===== src/hdl/cbad_pkg.sv =====
// Shared types and constants for the compass packed-decimal angle decoder.
// No dependencies; imported by every module of the block.
package cbad_pkg;

  localparam int unsigned BCD_W     = 24;
  localparam int unsigned CMD_W     = 2;
  localparam int unsigned ANGLE_W   = 22;
  localparam int unsigned HEADING_W = 21;
  localparam int unsigned TILT_W    = 16;
  localparam int unsigned TILT_MAG_W = 15;
  localparam int unsigned CFG_IDX_W = 2;
  localparam int unsigned CFG_DATA_W = 21;
  localparam int unsigned NUM_DIGITS = 6;

  // Command codes
  localparam logic [CMD_W-1:0] CMD_HEADING = 2'd0;
  localparam logic [CMD_W-1:0] CMD_ROLL    = 2'd1;
  localparam logic [CMD_W-1:0] CMD_PITCH   = 2'd2;

  // Register indexes
  localparam logic [CFG_IDX_W-1:0] REG_HEADING_JUMP_LOW  = 2'd0;
  localparam logic [CFG_IDX_W-1:0] REG_HEADING_JUMP_HIGH = 2'd1;
  localparam logic [CFG_IDX_W-1:0] REG_TILT_JUMP_LOW     = 2'd2;
  localparam logic [CFG_IDX_W-1:0] REG_TILT_JUMP_HIGH    = 2'd3;

  // Register reset values
  localparam logic [HEADING_W-1:0] HEADING_JUMP_LOW_RST  = 21'd1500;
  localparam logic [HEADING_W-1:0] HEADING_JUMP_HIGH_RST = 21'd20000;
  localparam logic [TILT_W-1:0]    TILT_JUMP_LOW_RST     = 16'd500;
  localparam logic [TILT_W-1:0]    TILT_JUMP_HIGH_RST    = 16'd8000;

  // Decimal weight of each nibble, most significant nibble first
  localparam logic [HEADING_W-1:0] DIGIT_WEIGHT [NUM_DIGITS] = '{
    21'd100000, 21'd10000, 21'd1000, 21'd100, 21'd10, 21'd1
  };

  typedef struct packed {
    logic [HEADING_W-1:0] heading_lo;
    logic [HEADING_W-1:0] heading_hi;
    logic [TILT_W-1:0]    tilt_lo;
    logic [TILT_W-1:0]    tilt_hi;
  } cbad_limits_t;

  typedef struct packed {
    logic signed [ANGLE_W-1:0] angle;
    logic                      held;
  } cbad_result_t;

endpackage


===== src/hdl/cbad_decode.sv =====
// Packed-decimal to binary weighting of one reading word.
// Depends on cbad_pkg for widths, weights and command codes.
module cbad_decode (
  input  logic [cbad_pkg::CMD_W-1:0]          cmd,
  input  logic [cbad_pkg::BCD_W-1:0]          bcd,
  output logic signed [cbad_pkg::ANGLE_W-1:0] value
);
  import cbad_pkg::*;

  logic [HEADING_W-1:0]  heading_val;
  logic [TILT_MAG_W-1:0] tilt_mag;
  logic                  tilt_neg;

  // Nibbles above nine keep their binary value and are weighted like any digit.
  always_comb begin
    heading_val = '0;
    for (int k = 0; k < NUM_DIGITS; k++) begin
      heading_val = heading_val +
        HEADING_W'(21'(bcd[BCD_W-1-4*k -: 4]) * DIGIT_WEIGHT[k]);
    end
  end

  always_comb begin
    tilt_mag = '0;
    for (int k = 2; k < NUM_DIGITS; k++) begin
      tilt_mag = tilt_mag +
        TILT_MAG_W'(21'(bcd[BCD_W-1-4*k -: 4]) * DIGIT_WEIGHT[k]);
    end
  end

  assign tilt_neg = |bcd[BCD_W-1 -: 8];

  always_comb begin
    if (cmd == CMD_HEADING) begin
      value = signed'({1'b0, heading_val});
    end else if (tilt_neg) begin
      value = -signed'({{(ANGLE_W-TILT_MAG_W){1'b0}}, tilt_mag});
    end else begin
      value = signed'({{(ANGLE_W-TILT_MAG_W){1'b0}}, tilt_mag});
    end
  end

endmodule


===== src/hdl/cbad_filter.sv =====
// Per-axis spike filter: holds last value and seen flag of each axis.
// Depends on cbad_pkg for command codes, limits and result types.
module cbad_filter (
  input  logic                                clk,
  input  logic                                rst_n,
  input  logic                                fire,
  input  logic [cbad_pkg::CMD_W-1:0]          cmd,
  input  logic signed [cbad_pkg::ANGLE_W-1:0] value,
  input  cbad_pkg::cbad_limits_t              limits,
  output cbad_pkg::cbad_result_t              result
);
  import cbad_pkg::*;

  logic [HEADING_W-1:0]     last_heading_r;
  logic                     heading_seen_r;
  logic signed [TILT_W-1:0] last_roll_r;
  logic                     roll_seen_r;
  logic signed [TILT_W-1:0] last_pitch_r;
  logic                     pitch_seen_r;

  logic signed [ANGLE_W-1:0] last_sel;
  logic                      seen_sel;
  logic [HEADING_W-1:0]      lo_sel;
  logic [HEADING_W-1:0]      hi_sel;
  logic                      axis_ok;
  logic signed [ANGLE_W:0]   diff;
  logic [ANGLE_W-1:0]        mag;
  logic                      spike;

  always_comb begin
    last_sel = '0;
    seen_sel = 1'b0;
    lo_sel   = '0;
    hi_sel   = '0;
    axis_ok  = 1'b1;
    unique case (cmd)
      CMD_HEADING: begin
        last_sel = signed'({1'b0, last_heading_r});
        seen_sel = heading_seen_r;
        lo_sel   = limits.heading_lo;
        hi_sel   = limits.heading_hi;
      end
      CMD_ROLL: begin
        last_sel = ANGLE_W'(last_roll_r);
        seen_sel = roll_seen_r;
        lo_sel   = HEADING_W'(limits.tilt_lo);
        hi_sel   = HEADING_W'(limits.tilt_hi);
      end
      CMD_PITCH: begin
        last_sel = ANGLE_W'(last_pitch_r);
        seen_sel = pitch_seen_r;
        lo_sel   = HEADING_W'(limits.tilt_lo);
        hi_sel   = HEADING_W'(limits.tilt_hi);
      end
      default: axis_ok = 1'b0;
    endcase
  end

  assign diff  = {value[ANGLE_W-1], value} - {last_sel[ANGLE_W-1], last_sel};
  assign mag   = diff[ANGLE_W] ? ANGLE_W'(-diff) : diff[ANGLE_W-1:0];
  assign spike = seen_sel && (mag > {1'b0, lo_sel}) && (mag < {1'b0, hi_sel});

  // Unused command: no state change, zero word out.
  always_comb begin
    if (!axis_ok) begin
      result.angle = '0;
      result.held  = 1'b0;
    end else begin
      result.angle = spike ? last_sel : value;
      result.held  = spike;
    end
  end

  always_ff @(posedge clk) begin
    if (!rst_n) begin
      last_heading_r <= '0;
      heading_seen_r <= 1'b0;
      last_roll_r    <= '0;
      roll_seen_r    <= 1'b0;
      last_pitch_r   <= '0;
      pitch_seen_r   <= 1'b0;
    end else if (fire) begin
      case (cmd)
        CMD_HEADING: begin
          last_heading_r <= result.angle[HEADING_W-1:0];
          heading_seen_r <= 1'b1;
        end
        CMD_ROLL: begin
          last_roll_r <= result.angle[TILT_W-1:0];
          roll_seen_r <= 1'b1;
        end
        CMD_PITCH: begin
          last_pitch_r <= result.angle[TILT_W-1:0];
          pitch_seen_r <= 1'b1;
        end
        default: ;
      endcase
    end
  end

endmodule


===== src/hdl/compass_bcd_angle_decoder_core.sv =====
// Top level of the compass packed-decimal angle decoder with spike rejection.
// Depends on cbad_pkg, cbad_decode and cbad_filter.
//
//  channel | ports                                     | direction
//  --------+-------------------------------------------+----------
//  in      | in_valid, in_stall, in_command, in_reading_bcd | sink
//  out     | out_valid, out_stall, out_angle_hundredths, out_spike_held | source
//  cfg     | cfg_we, cfg_index, cfg_wdata              | sink, write only
//
// One word per cycle sustained while out_stall is low; an accepted word passes
// the input register, then decode and filter into the output register.
// Axis state is read and updated in the same cycle, so words follow back to back.
// rst_n is synchronous: limits return to defaults, all axes forget their last value.
// in_stall rises only while the input register is full and the output word is stalled.
module compass_bcd_angle_decoder_core (
  input  logic                                 clk,
  input  logic                                 rst_n,
  input  logic                                 in_valid,
  output logic                                 in_stall,
  input  logic [cbad_pkg::CMD_W-1:0]           in_command,
  input  logic [cbad_pkg::BCD_W-1:0]           in_reading_bcd,
  output logic                                 out_valid,
  input  logic                                 out_stall,
  output logic signed [cbad_pkg::ANGLE_W-1:0]  out_angle_hundredths,
  output logic                                 out_spike_held,
  input  logic                                 cfg_we,
  input  logic [cbad_pkg::CFG_IDX_W-1:0]       cfg_index,
  input  logic [cbad_pkg::CFG_DATA_W-1:0]      cfg_wdata
);
  import cbad_pkg::*;

  cbad_limits_t limits_r;

  logic                s1_valid_r;
  logic [CMD_W-1:0]    s1_cmd_r;
  logic [BCD_W-1:0]    s1_bcd_r;
  logic                out_valid_r;
  cbad_result_t        out_res_r;

  logic                      advance;
  logic                      in_take;
  logic signed [ANGLE_W-1:0] value;
  cbad_result_t              result;

  assign advance  = !out_valid_r || !out_stall;
  assign in_stall = s1_valid_r && !advance;
  assign in_take  = in_valid && !in_stall;

  always_ff @(posedge clk) begin
    if (!rst_n) begin
      limits_r.heading_lo <= HEADING_JUMP_LOW_RST;
      limits_r.heading_hi <= HEADING_JUMP_HIGH_RST;
      limits_r.tilt_lo    <= TILT_JUMP_LOW_RST;
      limits_r.tilt_hi    <= TILT_JUMP_HIGH_RST;
    end else if (cfg_we) begin
      unique case (cfg_index)
        REG_HEADING_JUMP_LOW:  limits_r.heading_lo <= cfg_wdata;
        REG_HEADING_JUMP_HIGH: limits_r.heading_hi <= cfg_wdata;
        REG_TILT_JUMP_LOW:     limits_r.tilt_lo    <= cfg_wdata[TILT_W-1:0];
        REG_TILT_JUMP_HIGH:    limits_r.tilt_hi    <= cfg_wdata[TILT_W-1:0];
        default: ;
      endcase
    end
  end

  // input register
  always_ff @(posedge clk) begin
    if (!rst_n) begin
      s1_valid_r <= 1'b0;
    end else if (!in_stall) begin
      s1_valid_r <= in_valid;
    end
  end

  always_ff @(posedge clk) begin
    if (in_take) begin
      s1_cmd_r <= in_command;
      s1_bcd_r <= in_reading_bcd;
    end
  end

  cbad_decode u_decode (
    .cmd   (s1_cmd_r),
    .bcd   (s1_bcd_r),
    .value (value)
  );

  cbad_filter u_filter (
    .clk    (clk),
    .rst_n  (rst_n),
    .fire   (s1_valid_r && advance),
    .cmd    (s1_cmd_r),
    .value  (value),
    .limits (limits_r),
    .result (result)
  );

  // output register
  always_ff @(posedge clk) begin
    if (!rst_n) begin
      out_valid_r <= 1'b0;
    end else if (advance) begin
      out_valid_r <= s1_valid_r;
    end
  end

  always_ff @(posedge clk) begin
    if (s1_valid_r && advance) begin
      out_res_r <= result;
    end
  end

  assign out_valid            = out_valid_r;
  assign out_angle_hundredths = out_res_r.angle;
  assign out_spike_held       = out_res_r.held;

endmodule


===== config.mk =====
export PLATFORM = sky130hd
export DESIGN_NAME = compass_bcd_angle_decoder_core
export DESIGN_NICKNAME = d
export VERILOG_FILES = /design/src/hdl/cbad_pkg.sv /design/src/hdl/cbad_decode.sv /design/src/hdl/cbad_filter.sv /design/src/hdl/compass_bcd_angle_decoder_core.sv
export SDC_FILE = /design/constraint.sdc
export NUM_CORES = 1
export LEC_CHECK = 0
export ABC_AREA = 1
export BUFFER_PORTS_ARGS = -buffer_cell sky130_fd_sc_hd__buf_4
export CORE_UTILIZATION = 50
export DETAILED_ROUTE_END_ITERATION = 10
export GPL_TIMING_DRIVEN = 1
export PLACE_DENSITY = 0.73
export REMOVE_ABC_BUFFERS = 1
export SYNTH_ARGS = -nofsm -noshare
export SYNTH_HDL_FRONTEND = slang
export SYNTH_SLANG_ARGS = --single-unit

===== constraint.sdc =====
create_clock -name clk -period 12.9 [get_ports clk]
set_input_delay 1.29 -clock clk [delete_from_list [all_inputs] [get_ports clk]]
set_output_delay 1.29 -clock clk [all_outputs]
set_load 0.05 [all_outputs]

# --- After elaboration in Yosys (flattened, before gate mapping) ---
# Cells that the tools add are included.
word_totals:
  register_bits: 181
  in_bits: 54
  output_inout_bits: 25
  wordCells: 72
op_classes:
  add_sub_neg: 11
  n_mul: 5
  order_cmp: 2
  eq_ne: 5
  n_mux: 10
  reduce_logical: 22
op_table:
  columns: ["cell", "n"]
  rows:
  - ["two-way mux 22 bit", 5]
  - ["one-hot mux 21 bit (2 select lines)", 2]
  - ["one-hot mux 22 bit (3 select lines)", 1]
  - ["subtractor 22 x 22 -> 23 bit", 1]
  - ["> comparator 22 x 21 -> 1 bit", 1]
  - ["less-than comparator 22 x 21 -> 1 bit", 1]
  - ["negation 15 -> 22 bit", 1]
  - ["negation 22 bit", 1]
  - ["adder 21 x 11 -> 21 bit", 1]
  - ["adder 21 x 14 -> 21 bit", 1]
  - ["adder 21 x 18 -> 21 bit", 1]
  - ["adder 21 x 4 -> 21 bit", 1]
  - ["adder 21 x 8 -> 21 bit", 1]
  - ["multiplier 4 x 12 -> 16 bit (second input constant)", 1]
  - ["adder 14 x 11 -> 15 bit", 1]
  - ["adder 15 x 4 -> 15 bit", 1]
  - ["adder 15 x 8 -> 15 bit", 1]
  - ["multiplier 4 x 10 -> 14 bit (second input constant)", 1]
  - ["AND reduction 2 bit", 7]
  - ["multiplier 4 x 7 -> 11 bit (second input constant)", 1]
  - ["multiplier 4 x 5 -> 9 bit (second input constant)", 1]
  - ["OR reduction 8 bit", 1]
  - ["multiplier 4 x 3 -> 7 bit (second input constant)", 1]
  - ["equality test 2 bit (second input constant)", 3]
  - ["other kinds (9)", 18]

# --- Logic depth before layout (Yosys ltp) ---
logic_depth:
  depth_word: 15
  mapped_depth: 63

# --- Modules after synthesis ---
# A second synthesis with hierarchy kept.
hier_totals:
  cells_unflattened: 2265
  hier_area_um2: 16067.9
modules_own_cells:
  columns: ["mod", "n_inst", "cells_each", "area_per_inst_um2"]
  rows:
  - ["cbad_filter", 1, 1073, 6500.0]
  - ["cbad_decode", 1, 698, 4954.8]
  - ["compass_bcd_angle_decoder_core", 1, 494, 4613.2]

# --- Worst setup path after synthesis ---
# OpenSTA, ideal clock, no wires.
synth_path:
  path_kind: "reg-to-reg"
  from: "register s1_bcd_r[14]"
  to: "register out_res_r, in the netlist out_angle_hundredths[10] (data pin)"
  setup_time_ps: 251
  arrival_ps: 8915
  required_time_ps: 12649
  path_slack_ps: 3734
  stages_incl_launch_ff: 60
  n_path_buf: 2
  cell_sequence: "edfxtp_1 -> fa_1 -> inv_1 -> fa_1 -> inv_1 -> ha_1 -> a21oi_1 -> nand2_1 -> xor2_1 -> inv_1 -> fa_1 -> inv_1 -> fa_1 -> inv_1 -> ha_1 -> ha_1 -> nand2_1 -> inv_1 -> [... 24 more ...] -> ha_1 -> a21oi_1 -> nor2_1 -> a211oi_1 -> o21ai_0 -> nand3_1 -> nand3_1 -> nand2_1 -> nand2_1 -> nand2_1 -> nand2_1 -> nand2_1 -> nand2_1 -> nand3_2 -> buf_2 -> nand4_1 -> nand3_4 -> inv_2"
synth_rtl:
  columns: ["item", "line", "text"]
  rows:
  - ["start: declaration", "compass_bcd_angle_decoder_core.sv:36", "logic [BCD_W-1:0] s1_bcd_r;"]
  - ["start signal: assignment", "compass_bcd_angle_decoder_core.sv:78", "s1_bcd_r <= in_reading_bcd;"]
  - ["end signal: assignment", "compass_bcd_angle_decoder_core.sv:109", "out_res_r <= result;"]
  - ["end: declaration", "compass_bcd_angle_decoder_core.sv:38", "cbad_result_t out_res_r;"]

==> impl_metrics.py <==
metrics = {
    "run_status": {
        "status": "completed",
    },
    "global_route": {
        "track_usage": 0.253,
        "grt_pass1_vias": 12900,
        "grt_max_degree": 132,
        "grt_first_pass_wirelength_um": 63100,
        "antenna_found_initial": 0,
        "overflow": 0,
    },
    "drt": {
        "initialDrtViolationCount": 1069,
        "ant_nets": 0,
        "vias_per_cell": 5.35,
        "wl_um": 38000,
        "wl_per_cell_um": 15.2,
        "drc": 0,
        "vias": 13400,
        "first_pass_iters": 7,
    },
    "synth": {
        "synth_area_leaders": "dfxtp_1, ha_1, nand2_1",
        "synth_cells": 2060,
        "synth.cell_area_mm2": 0.0153,
        "synthTopCellsByCount": "nand2_1, inv_1, ha_1, nor2_1, o21ai_0",
        "synth_top_area_frac": 0.172,
        "ys.flop_type": "dfxtp_1",
        "async_flop_share": 0,
        "ys.warnings.count": 0,
        "ys_ff_latch": 181,
        "synth.avg_cell_area_um2": 7.44,
        "yosysTopAreaCell": "dfxtp_1",
        "seq_area_frac_synth": 0.268,
        "yosys.cell_count.top_type": "nand2_1",
        "yosysUniqueCellTypes": 52,
        "synth-edff-count": 49,
    },
    "setup_path": {
        "crit_start": "s1_bcd_r[14]",
        "cp_data_required_time_ns": 13.10,
        "rr_startpoint": "s1_bcd_r[14]",
        "cp.arrival_ns": 11.04,
        "crit_type": "reg -> reg",
        "crit_path_end_kind": "flip-flop",
        "reg2reg_to": "out_angle_hundredths[13]",
        "cpMostUsedCell": "nand2_1",
        "reg2regPathDepth": 59,
        "slowest_stage": "fa_1",
        "startpoint_type": "flip-flop",
        "critPathMaxFanout": 24,
        "r2r_slack_ns": 2.06,
        "crit_path_max_incr_delay_ns": 0.61,
    },
    "worst_hold_path": {
        "holdPathEnd": "limits_r[0]",
        "min_from": "limits_r[0]",
        "min_delay_path_depth": 2,
        "hold_class": "reg -> reg",
    },
    "timing": {
        "max_freq_mhz": 92.2,
        "fin_setup_tns_ns": 0,
        "hold_violations": 0,
        "setup_violations": 0,
        "tightestPinTransition_ns": 1.15,
        "slew_headroom": 0.231,
        "fin_crit_sh": 0.841,
        "rsz0062_at_grt": "false",
        "period_minus_slack_ns": 10.84,
        "final_max_slew_viol_count": 0,
        "fin_skew_ns": 0.0101,
    },
    "cells_and_area": {
        "drive_gt1_frac": 0.120,
        "antenna_cells": 0,
        "fin_nets": 2381,
        "area_delta_synth_final_pct": 9.54,
        "stdcell_area_mm2": 0.0168,
    },
    "clocking": {
        "clk_latency_ns": 0.46,
        "clock_sinks": 181,
        "clockBufferDepth": 2,
        "clk_pin_slew_ns": 0.07,
        "ctsResizeCount": 0,
        "cts-buffers-inserted": 17,
        "cts.hold.buffers_added": 0,
        "cts_root_buf": "clkbuf_16",
        "htree_levels": 4,
        "post_cts_buffers": 0,
        "cts_tree": "yes",
    },
    "placement": {
        "routabilityCongestion": 0.933,
        "dpl.hpwl_um": 29400,
        "place_area_mm2": 0.0162,
        "io_buffers": 78,
    },
    "floorplan": {
        "io_pins": 79,
        "rows": 63,
        "coreArea_mm2": 0.0299,
        "start_util": 0.513,
        "die_area_mm2": 0.0314,
        "die_h_um": 177,
        "die_x_um": 177,
    },
    "flow_run": {
        "cap_violations": 0,
    },
}
==> how the worst max path moves through the flow <==
stage	end	cells after the start
floorplan	out_angle_hundredths[11]	60
global placement	out_angle_hundredths[20]	58
detailed placement	out_angle_hundredths[13]	59
CTS	out_angle_hundredths[13]	59
global route	out_angle_hundredths[12]	59
finish	out_angle_hundredths[13]	59
==> sequential cells by signal, summed over array words and instances (netlist names), 2 cells and up <==
name                     flops
u_filter.last_heading_r     21
u_filter.last_roll_r        16
s1_cmd_r                     2
limits_r                    74
s1_bcd_r                    24
out_angle_hundredths        22
u_filter.last_pitch_r       16
==> logic make-up (layout without fill, tap and decap cells) <==
group                    count (synthesis)  count (layout)  share of synthesized area
XOR/XNOR                                63              63                     0.0365
adder cells (fa/ha/maj)                232             232                      0.208
AO/OA/AOI/OAI                          351             351                      0.136
AND/OR/NAND/NOR                        855             855                      0.256
buffers and inverters                  378             426                     0.0947
flip-flops                             181             181                      0.268
==> cell usage in the layout (no fill, tap or decap), types with 3 or more instances in the layout <==
cell type and n:
nand2_1 463, o21a_1 4, inv_2 28, nand4_1 44, nor3_1 14, nor2_1 151
a31oi_1 13, a21o_1 3, clkbuf_16 19, dfxtp_1 132, nand2_2 16, xnor2_1 11
a22o_1 22, xor2_1 51, a31o_2 4, edfxtp_1 49, nand2_4 12, nor2_4 4
nand3b_1 5, nor2_2 6, o21bai_1 8, nand3_2 6, or2_2 8, buf_4 85
ha_1 192, a211oi_1 3, inv_1 280, a21oi_2 36, o21ai_0 148, fa_1 39
inv_6 3, nand3_4 13, a21oi_1 98, nand3_1 106, and2_1 4
==> cell type report <==
class / instances / area (um^2)
multi-input cells: 1501 / 9780
inverters: 309 / 1160
fillers: 2796 / 13100
flip-flops and latches: 181 / 4110
well taps: 390 / 488
clock inverters: 11 / 131
repair buffers: 85 / 638
clock buffers: 21 / 483
==> through the flow <==
step	std cells	setup WS [ns]	hold WS (ns)	utilization
final	2498	2.06	0.451	0.562
after floorplan	1991	3.44	0.424	-
after CTS	2498	2.15	0.452	0.562
after global routing	2498	0.936	0.471	0.562
after detailed placement	2466	2.19	0.441	0.542
after global placement	2466	2.47	0.435	0.542
==> critical path: cells and delay by family, from the launching register on <==
| family | cells | cell delay (ns) |
|---|---|---|
| AO/OA/AOI/OAI | 6 | 1.27 |
| XOR/XNOR | 2 | 0.36 |
| buffers and inverters | 11 | 0.84 |
| flip-flops | 1 | 0.51 |
| AND/OR/NAND/NOR | 31 | 3.77 |
| adder cells (fa/ha/maj) | 9 | 3.82 |
==> metal layers <==
layer / global-route usage / vias up / wire length [um] / part of all wire
li1: - / 6802 / - / -
met1: 0.339 / 6218 / 17800 / 0.47
met2: 0.416 / 319 / 17800 / 0.47
met3: 0.0417 / 32 / 1880 / 0.049
met4: 0.0704 / 0 / 476 / 0.013
met5: 0 / - / 0 / 0
Power is not shown: default switching activity piles up to over one toggle a cycle in this logic, so the estimate is an artifact.
